File: src/hdl/ntc_pkg.sv
// ---------------------------------------------------------------------------
// ntc_pkg: shared types and constants for the NTC thermistor reader
// Holds the controller/datapath command and status types.
// ---------------------------------------------------------------------------
package ntc_pkg;

  localparam int SampleW   = 12;
  localparam int SumW      = 16;
  localparam int CntW      = 4;
  localparam int NumRegs   = 8;
  localparam int CfgIdxW   = 3;
  localparam int CfgDataW  = 17;

  localparam logic [SampleW-1:0] AdcFullScale = 12'd4095;
  localparam logic [SampleW-1:0] RailMargin   = 12'd5;

  localparam logic [CfgIdxW-1:0] REG_BETA = 3'd0;
  localparam logic [CfgIdxW-1:0] REG_R0   = 3'd1;
  localparam logic [CfgIdxW-1:0] REG_GMIN = 3'd2;
  localparam logic [CfgIdxW-1:0] REG_GMAX = 3'd3;
  localparam logic [CfgIdxW-1:0] REG_OKL  = 3'd4;
  localparam logic [CfgIdxW-1:0] REG_OKH  = 3'd5;
  localparam logic [CfgIdxW-1:0] REG_WL   = 3'd6;
  localparam logic [CfgIdxW-1:0] REG_WH   = 3'd7;

  localparam logic [1:0] BAND_OK   = 2'd0;
  localparam logic [1:0] BAND_WARN = 2'd1;
  localparam logic [1:0] BAND_CRIT = 2'd2;

  typedef enum logic [3:0] {
    ST_IDLE,
    ST_LOAD_A,
    ST_LOG_A,
    ST_LOAD_B,
    ST_LOG_B,
    ST_DEN,
    ST_NUM,
    ST_DIV_T,
    ST_TEMP,
    ST_DIV_G,
    ST_FINISH
  } state_t;

  typedef struct packed {
    logic accum;     // add sample to sum
    logic load_a;    // start log of numerator
    logic load_b;    // start log of denominator
    logic log_step;  // one squaring step
    logic calc_den;
    logic calc_num;  // also start divider
    logic div_step;
    logic calc_temp; // also start gauge divider
    logic finish;
    logic out_pop;
  } cmd_t;

  typedef struct packed {
    logic done16;    // this sample closes a reading
    logic invalid;   // average near a rail
    logic log_done;
    logic den_bad;   // beta denominator nonpositive
    logic div_done;
    logic gauge_div; // gauge needs a division
  } sts_t;

endpackage

File: src/hdl/ntc_ctrl.sv
// ---------------------------------------------------------------------------
// ntc_ctrl: conversion sequencer
// Steps the datapath through averaging, two logs, Beta division and gauge.
// ---------------------------------------------------------------------------
module ntc_ctrl
  import ntc_pkg::*;
(
  input  logic clk,
  input  logic rst_n,
  input  logic in_fire,
  input  logic out_fire,
  input  sts_t sts,
  output cmd_t cmd,
  output logic busy,
  output logic out_full
);

  state_t state_r, state_nxt;
  logic   out_full_r;
  logic   out_free;

  // output register can take a new word this cycle
  assign out_free = !out_full_r || out_fire;

  always_comb begin
    state_nxt = state_r;
    unique case (state_r)
      ST_IDLE:   if (in_fire && sts.done16) state_nxt = ST_LOAD_A;
      ST_LOAD_A: state_nxt = sts.invalid ? ST_FINISH : ST_LOG_A;
      ST_LOG_A:  if (sts.log_done) state_nxt = ST_LOAD_B;
      ST_LOAD_B: state_nxt = ST_LOG_B;
      ST_LOG_B:  if (sts.log_done) state_nxt = ST_DEN;
      ST_DEN:    state_nxt = ST_NUM;
      ST_NUM:    state_nxt = sts.den_bad ? ST_TEMP : ST_DIV_T;
      ST_DIV_T:  if (sts.div_done) state_nxt = ST_TEMP;
      ST_TEMP:   state_nxt = ST_DIV_G;
      ST_DIV_G:  if (!sts.gauge_div || sts.div_done) state_nxt = ST_FINISH;
      ST_FINISH: if (out_free) state_nxt = ST_IDLE;
      default:   state_nxt = ST_IDLE;
    endcase
  end

  always_comb begin
    cmd = '0;
    cmd.accum = in_fire;
    cmd.out_pop = out_fire;
    unique case (state_r)
      ST_LOAD_A: cmd.load_a = 1'b1;
      ST_LOG_A:  cmd.log_step = 1'b1;
      ST_LOAD_B: cmd.load_b = 1'b1;
      ST_LOG_B:  cmd.log_step = 1'b1;
      ST_DEN:    cmd.calc_den = 1'b1;
      ST_NUM:    cmd.calc_num = 1'b1;
      ST_DIV_T:  cmd.div_step = 1'b1;
      ST_TEMP:   cmd.calc_temp = 1'b1;
      ST_DIV_G:  cmd.div_step = sts.gauge_div;
      ST_FINISH: cmd.finish = out_free;
      default:   ;
    endcase
  end

  assign busy     = (state_r != ST_IDLE);
  assign out_full = out_full_r;

  always_ff @(posedge clk) begin
    if (!rst_n) state_r <= ST_IDLE;
    else        state_r <= state_nxt;
  end

  always_ff @(posedge clk) begin
    if (!rst_n)          out_full_r <= 1'b0;
    else if (cmd.finish) out_full_r <= 1'b1;
    else if (out_fire)   out_full_r <= 1'b0;
  end

  a_no_accept_busy: assert property (@(posedge clk) disable iff (!rst_n)
    busy |-> !in_fire) else $error("input taken while converting");
  a_out_hold: assert property (@(posedge clk) disable iff (!rst_n)
    out_full && !out_fire |=> out_full) else $error("result dropped");
  a_start: assert property (@(posedge clk) disable iff (!rst_n)
    (state_r == ST_IDLE) && in_fire && sts.done16 |=> state_r == ST_LOAD_A)
    else $error("conversion did not start");
  a_no_overwrite: assert property (@(posedge clk) disable iff (!rst_n)
    cmd.finish |-> (!out_full_r || out_fire)) else $error("result overwritten");

endmodule

File: config.mk
export PLATFORM = sky130hd
export DESIGN_NAME = ntc_ctrl
export DESIGN_NICKNAME = d
export VERILOG_FILES = /design/src/hdl/ntc_pkg.sv /design/src/hdl/ntc_ctrl.sv
export SDC_FILE = /design/constraint.sdc
export NUM_CORES = 1
export LEC_CHECK = 0
export BUFFER_PORTS_ARGS = -buffer_cell sky130_fd_sc_hd__clkbuf_2
export CAP_MARGIN = 20
export CORE_AREA = 4 4 41 43
export CTS_CLUSTER_SIZE = 14
export DETAILED_ROUTE_END_ITERATION = 10
export DIE_AREA = 0 0 45 47
export SLEW_MARGIN = 20
export SYNTH_ARGS = -nofsm -noshare
export SYNTH_HDL_FRONTEND = slang
export SYNTH_SLANG_ARGS = --single-unit
File: constraint.sdc
create_clock -name clk -period 2.9 [get_ports clk]
set_clock_uncertainty 0.2 [all_clocks]
set_input_delay 0.145 -clock clk [delete_from_list [all_inputs] [get_ports clk]]
set_output_delay 0.145 -clock clk [all_outputs]
set_load 0.05 [all_outputs]
==> impl_metrics.py, run 1 <==
metrics = {
    "timing": {
        "rsz0062_at_grt": "false",
        "fin_crit_sh": 0.698,
        "worstMarginPinSlew_ns": 0.531,
        "finalSetupViolations": 0,
        "final-hold-violation-count": 0,
        "slew_headroom": 0.646,
        "fmax_mhz": 494,
        "setup-tns-final_ns": 0,
        "fin_crit_ns": 2.02,
        "drv_slew": 0,
        "fin_ws_ns": 0.877,
    },
    "finish": {
        "final.fill_count": 138,
        "area_growth_pct": 25.0,
        "final_area_um2": 607,
        "fin_nets": 97,
        "layout-drive-gt1-share": 0.337,
        "utilization": 0.466,
        "antenna_cells": 0,
    },
    "setup_path": {
        "cp_data_required_time_ns": 2.56,
        "crit_type": "flip-flop to output port",
        "max_stage_delay_ns": 0.61,
        "startpoint_type": "flip-flop",
        "path_delay_family": "flip-flops",
        "cp_max_fo": 16,
        "critPathCaptureType": "output port",
        "crit_chain": "or2b_1, nor3_1, clkbuf_2",
        "reg2reg_slack_ns": 1.03,
        "path_buf_inv": 1,
        "crit_arrival_ns": 1.68,
        "slowest_stage": "dfxtp_1",
    },
    "detailed_routing": {
        "avgRoutedWirePerCell_um": 12.1,
        "met3_length_um": 63,
        "drt_first_pass_iters": 4,
        "drcViolationCount": 0,
        "routed.top_layer": "met3",
        "wl_met1_um": 540,
        "dr_wl_met2_um": 619,
        "antenna_left": 0,
        "routed_via_density": 5.29,
        "vias": 534,
        "finalWirelength_mm": 1.22,
        "drt_iter0_markers": 3,
    },
    "synth": {
        "yosys.area.top_type": "dfxtp_1",
        "seq_area_frac_synth": 0.206,
        "synth_mux_area_frac": 0.0206,
        "synth.net_count": 77,
        "avgSynthCellArea_um2": 7.25,
        "yosys_warnings": 0,
        "synthTopCellsByArea": "dfxtp_1, nor3_1, nor4_2, a21oi_1, buf_2",
        "synth_edf_count": 0,
        "synthArstFlopShare": 0,
        "yosys.area.top_type_share": 0.206,
        "synth_area_um2": 485,
        "synth_compound_area_frac": 0.183,
        "synth_cell_types": 31,
        "synth_xor_xnor_area_share": 0.0180,
        "netlist_instances": 67,
        "synthAdderAreaFrac": 0,
        "synthSimpleGateAreaFrac": 0.477,
        "synth-seq-cells": 5,
        "synth-main-ff-cell": "dfxtp_1",
        "synth_top_family_by_area": "simple AND/OR/NAND/NOR gates",
        "yosysMostFrequentCell": "nor3_1",
        "synth_commonest_cells": "nor3_1, dfxtp_1, nand2_1",
    },
    "cts": {
        "cts_hold_buf": 1,
        "clock_latency_ns": 0.24,
        "clockBufferDepth": 2,
        "cts_setup_buffers": 0,
        "h-tree-depth": 1,
        "cts_tree": "done",
        "cts_buffers": 3,
        "cts_resized": 0,
        "cts.reportedPaths.clkPinSlew_ns": 0.04,
        "clock-sinks": 5,
        "cts_root_buffer": "clkbuf_4",
    },
    "floorplan": {
        "die_height_um": 47,
        "io_pins": 22,
        "start_util": 0.373,
        "num_rows": 13,
        "die-area_um2": 2120,
        "die_x_um": 45,
        "core_region_area_um2": 1300,
    },
    "grt": {
        "antenna_found_initial": 0,
        "grt_pass1_vias": 432,
        "gr-total-overflow": 0,
        "grt_use_total": 0.130,
        "grt_pass1_wl_mm": 1.97,
        "grt_max_degree": 18,
    },
    "placement": {
        "dpl.hpwl_um": 942,
        "pre_cts_ws_ns": 1.07,
        "place_area_um2": 571,
        "port_buffers": 21,
        "place.gp.congestion": 0.751,
    },
    "power_and_ir_drop": {
        "powerDensity_nw_per_um2": 1050,
        "peakVddDrop_mv": 0.456,
        "p_leak_nw": 0.262,
    },
    "run_status": {
        "status": "complete, no violations",
    },
    "flow_run": {
        "cap_violations": 0,
    },
    "min_path": {
        "hold_class": "primary input to flip-flop",
    },
}
[cell type report]
cell class,count,area (µm²),area share
repair buffers,22,115,0.190
flip-flops and latches,5,100,0.165
well taps,15,18.8,0.0309
multi-input cells,53,339,0.559
clock buffers,4,26.3,0.0433
inverters,2,7.51,0.0124
[through the flow]
| stage | instances | total power, mW | hold WS (ns) |
|---|---|---|---|
| 6_report | 101 | 0.635 | 0.0469 |
| 3_3_place_gp | 96 | 0.554 | 0.216 |
| 4_1_cts | 101 | 0.639 | 0.0619 |
| 5_1_grt | 101 | 0.687 | 0.0779 |
| 3_5_place_dp | 96 | 0.554 | 0.213 |
| 2_1_floorplan | 67 | 0.484 | 0.0625 |
[worst paths after layout]
path                end  cells after the start        from
max              cmd[1]                      3  state_r[1]
min          state_r[2]                      3      sts[3]
max reg2reg  state_r[2]                      4  state_r[2]
min reg2reg  state_r[1]                      2  state_r[1]
[cell families (layout without fill, tap and decap cells)]
family / count (synthesis) / in the layout
flip-flops: 5 / 5
multiplexers: 1 / 1
AO/OA/AOI/OAI: 13 / 13
buffers and inverters: 9 / 28
XOR/XNOR: 1 / 1
AND/OR/NAND/NOR: 38 / 38
[layout by cell type (no fill, tap or decap), drive strengths merged, types with 3 or more instances in the layout]
master / count
dfxtp: 5
nor2b: 3
nor2: 4
nand2b: 4
nor3: 11
a21oi: 5
clkbuf: 25
nand2: 5
nor4: 4
[registers in the layout, indices dropped and copies added, names as in the netlist]
name,count
out_full,1
state_r,4
[worst register-to-register path, delay by kind of cell, from the launching register on]
family	cells	cell delay [ns]
DFF	1	0.65
AOI/OAI and AO/OA	1	0.26
and+or+nand+nor	3	0.67
[report_power, final]
group | leakage [nW] | total (mW) | internal (mW) | switching, mW
logic | 0.206 | 0.386 | 0.133 | 0.253
clock network | 0.0150 | 0.0807 | 0.0520 | 0.0286
registers | 0.0407 | 0.168 | 0.0890 | 0.0787
[per-layer routing]
| layer | GRT usage | vias up |
|---|---|---|
| li1 | - | 282 |
| met3 | 0.0613 | 0 |
| met2 | 0.195 | 14 |
| met5 | 0 | - |
| met4 | 0.0292 | 0 |
| met1 | 0.169 | 238 |
Power figures use the tool's default switching activity.
==> run 2: changes to the inputs <==
==> constraint.sdc (replaced) <==
create_clock -name clk -period 1.9 [get_ports clk]
set_clock_uncertainty 0.2 [all_clocks]
set_input_delay 0.095 -clock clk [delete_from_list [all_inputs] [get_ports clk]]
set_output_delay 0.095 -clock clk [all_outputs]
set_load 0.05 [all_outputs]
==> run 2 against run 1 <==
Combinational power is 87% higher. Cell area is 11% higher. First-iteration DRC count grew to 9.3 times the previous value. Die area stayed put. Global-route usage is 0.24 points lower. Hold slack worse by 0.022 ns. Core utilization is 5.0 points higher. Via count is 7.7% higher. Sequential power is 19% higher. Clock-buffer cell count stayed put. Flip-flop and latch count stayed put. Critical path type unchanged. Critical endpoint unchanged. Largest power group unchanged. Highest routed layer is now met4.
==> impl_metrics.py, run 2 (synthesis results as in run 1) <==
metrics = {
    "finish": {
        "utilization": 0.516,
        "final_common_cell": "clkbuf_2",
        "largest-register": "state_r",
        "final_area_um2": 672,
        "final_cell_mix": "clkbuf_2, nor3_1, nor3_2, nand2_1, dfxtp_1",
        "area_growth_pct": 38.4,
        "antenna_cells": 0,
        "fin_nets": 102,
        "layout-drive-gt1-share": 0.418,
        "largest_register_ff_count": 4,
    },
    "detailed_routing": {
        "routed_via_density": 5.42,
        "vias": 575,
        "avgRoutedWirePerCell_um": 12.0,
        "antenna_left": 0,
        "drt_iter0_markers": 28,
        "finalWirelength_mm": 1.27,
        "drcViolationCount": 0,
        "drt_first_pass_iters": 4,
    },
    "cts": {
        "cts_root_buffer": "clkbuf_4",
        "clock-sinks": 5,
        "clockBufferDepth": 2,
        "cts_buffers": 3,
        "cts_setup_buffers": 0,
        "h-tree-depth": 1,
        "cts.reportedPaths.clkPinSlew_ns": 0.04,
        "cts_tree": "done",
        "clock_latency_ns": 0.24,
    },
    "setup_path": {
        "crit_arrival_ns": 1.55,
        "path_buf_inv": 2,
        "r2r-start": "state_r[3]",
        "critPathCaptureType": "output port",
        "crit_type": "flip-flop to output port",
        "r2r_cells": 4,
        "reg2reg_slack_ns": 0.28,
        "crit_chain": "buf_4, or2b_1, nor3_2, buf_2",
        "path_delay_family": "buffers and inverters",
        "max_stage_delay_ns": 0.36,
        "r2r-end": "state_r[2]",
        "slowest_stage": "dfxtp_1",
        "startpoint_type": "flip-flop",
        "cp_max_fo": 11,
        "cp_data_required_time_ns": 1.60,
    },
    "power_and_ir_drop": {
        "p_clk_frac": 0.117,
        "power.switching_mw": 0.584,
        "p_leak_nw": 0.304,
        "peakVddDrop_mv": 0.670,
        "p_seq_frac": 0.191,
        "power_frac_comb": 0.691,
        "powerDensity_nw_per_um2": 1550,
        "intPower_mw": 0.461,
        "swShare": 0.559,
    },
    "placement": {
        "port_buffers": 21,
        "place.gp.congestion": 0.822,
        "place_area_um2": 626,
        "dpl.hpwl_um": 990,
    },
    "timing": {
        "finalSetupViolations": 0,
        "setup-tns-final_ns": 0,
        "drv_slew": 0,
        "fmax_mhz": 542,
        "final-hold-violation-count": 0,
        "fin_crit_ns": 1.85,
        "slew_headroom": 0.738,
        "rsz0062_at_grt": "false",
        "worstMarginPinSlew_ns": 0.390,
        "fin_crit_sh": 0.971,
        "fin_hold_ws_ns": 0.0245,
    },
    "floorplan": {
        "die_x_um": 45,
        "core_region_area_um2": 1300,
        "die-area_um2": 2120,
        "die_height_um": 47,
        "io_pins": 22,
        "start_util": 0.373,
        "num_rows": 13,
    },
    "min_path": {
        "hold_start": "sts[2]",
        "hold_class": "primary input to flip-flop",
        "hold_end": "state_r[1]",
        "hold_depth": 4,
    },
    "grt": {
        "grt_max_degree": 12,
        "gr-total-overflow": 0,
        "antenna_found_initial": 0,
        "grt_pass1_vias": 497,
        "grt_pass1_wl_mm": 2.01,
        "grt_use_total": 0.127,
    },
    "run_status": {
        "status": "complete, no violations",
    },
    "flow_run": {
        "cap_violations": 0,
    },
}
## run 2: cell types whose count changed in the layout (fill, tap and decap cells not counted), sizes merged
cell	delta
clkbuf	-1
dlygate4sd3	+1
buf	+5
## run 2: tightest hold or removal path, delay by kind of cell
kind          cells  cell delay, ns
buf+inv           1            0.10
mux               1            0.06
simple gates      2            0.16
## run 2: what timing repair did
item                                   in CTS  in global routing
endpoints found under the hold margin       4                  0
setup endpoints to repair                   0                  1
hold buffers                                2                  0
gates resized for setup                     0                  1
## run 2: stage by stage
step,power (mW),std cells,worst slack [ns]
finish,1.04,106,0.0549
floorplan,0.763,67,0.157
CTS,1.05,106,0.0362
global route,1.12,106,0.0126
detailed placement,0.918,100,0.282
global placement,0.917,100,0.299
## run 2: power groups by stage
stage,registers (mW),logic (mW),clock network (mW)
floorplan,0.176,0.587,0
global placement,0.201,0.716,0
detailed placement,0.204,0.715,0
CTS,0.200,0.723,0.123
global route,0.205,0.776,0.137
finish,0.200,0.722,0.123
## run 2: cell type report
type | instances | area (µm²)
multi-input combinational | 53 | 364
sequential | 5 | 100
inverter | 2 | 7.51
tap | 15 | 18.8
timing repair buffer | 27 | 155
fill | 138 | 629
clock buffer | 4 | 26.3
## run 2: worst max path at each step
stage                          start          to  slack (ns)  depth (start not counted)
after detailed placement  state_r[3]  state_r[2]        0.28                          4
after global placement    state_r[0]      cmd[1]        0.30                          4
after CTS                 state_r[0]      cmd[1]        0.04                          4
final                     state_r[0]      cmd[1]        0.05                          4
after global routing      state_r[0]      cmd[1]        0.01                          4
after floorplan           state_r[0]      cmd[3]        0.16                          2
## run 2: per-layer routing
layer  vias up  wire (µm)  GRT usage
met1       257        556      0.160
met2        25        584      0.218
li1        289          -          -
met3         4        102     0.0153
met5         -          0          0
met4         0         31     0.0585
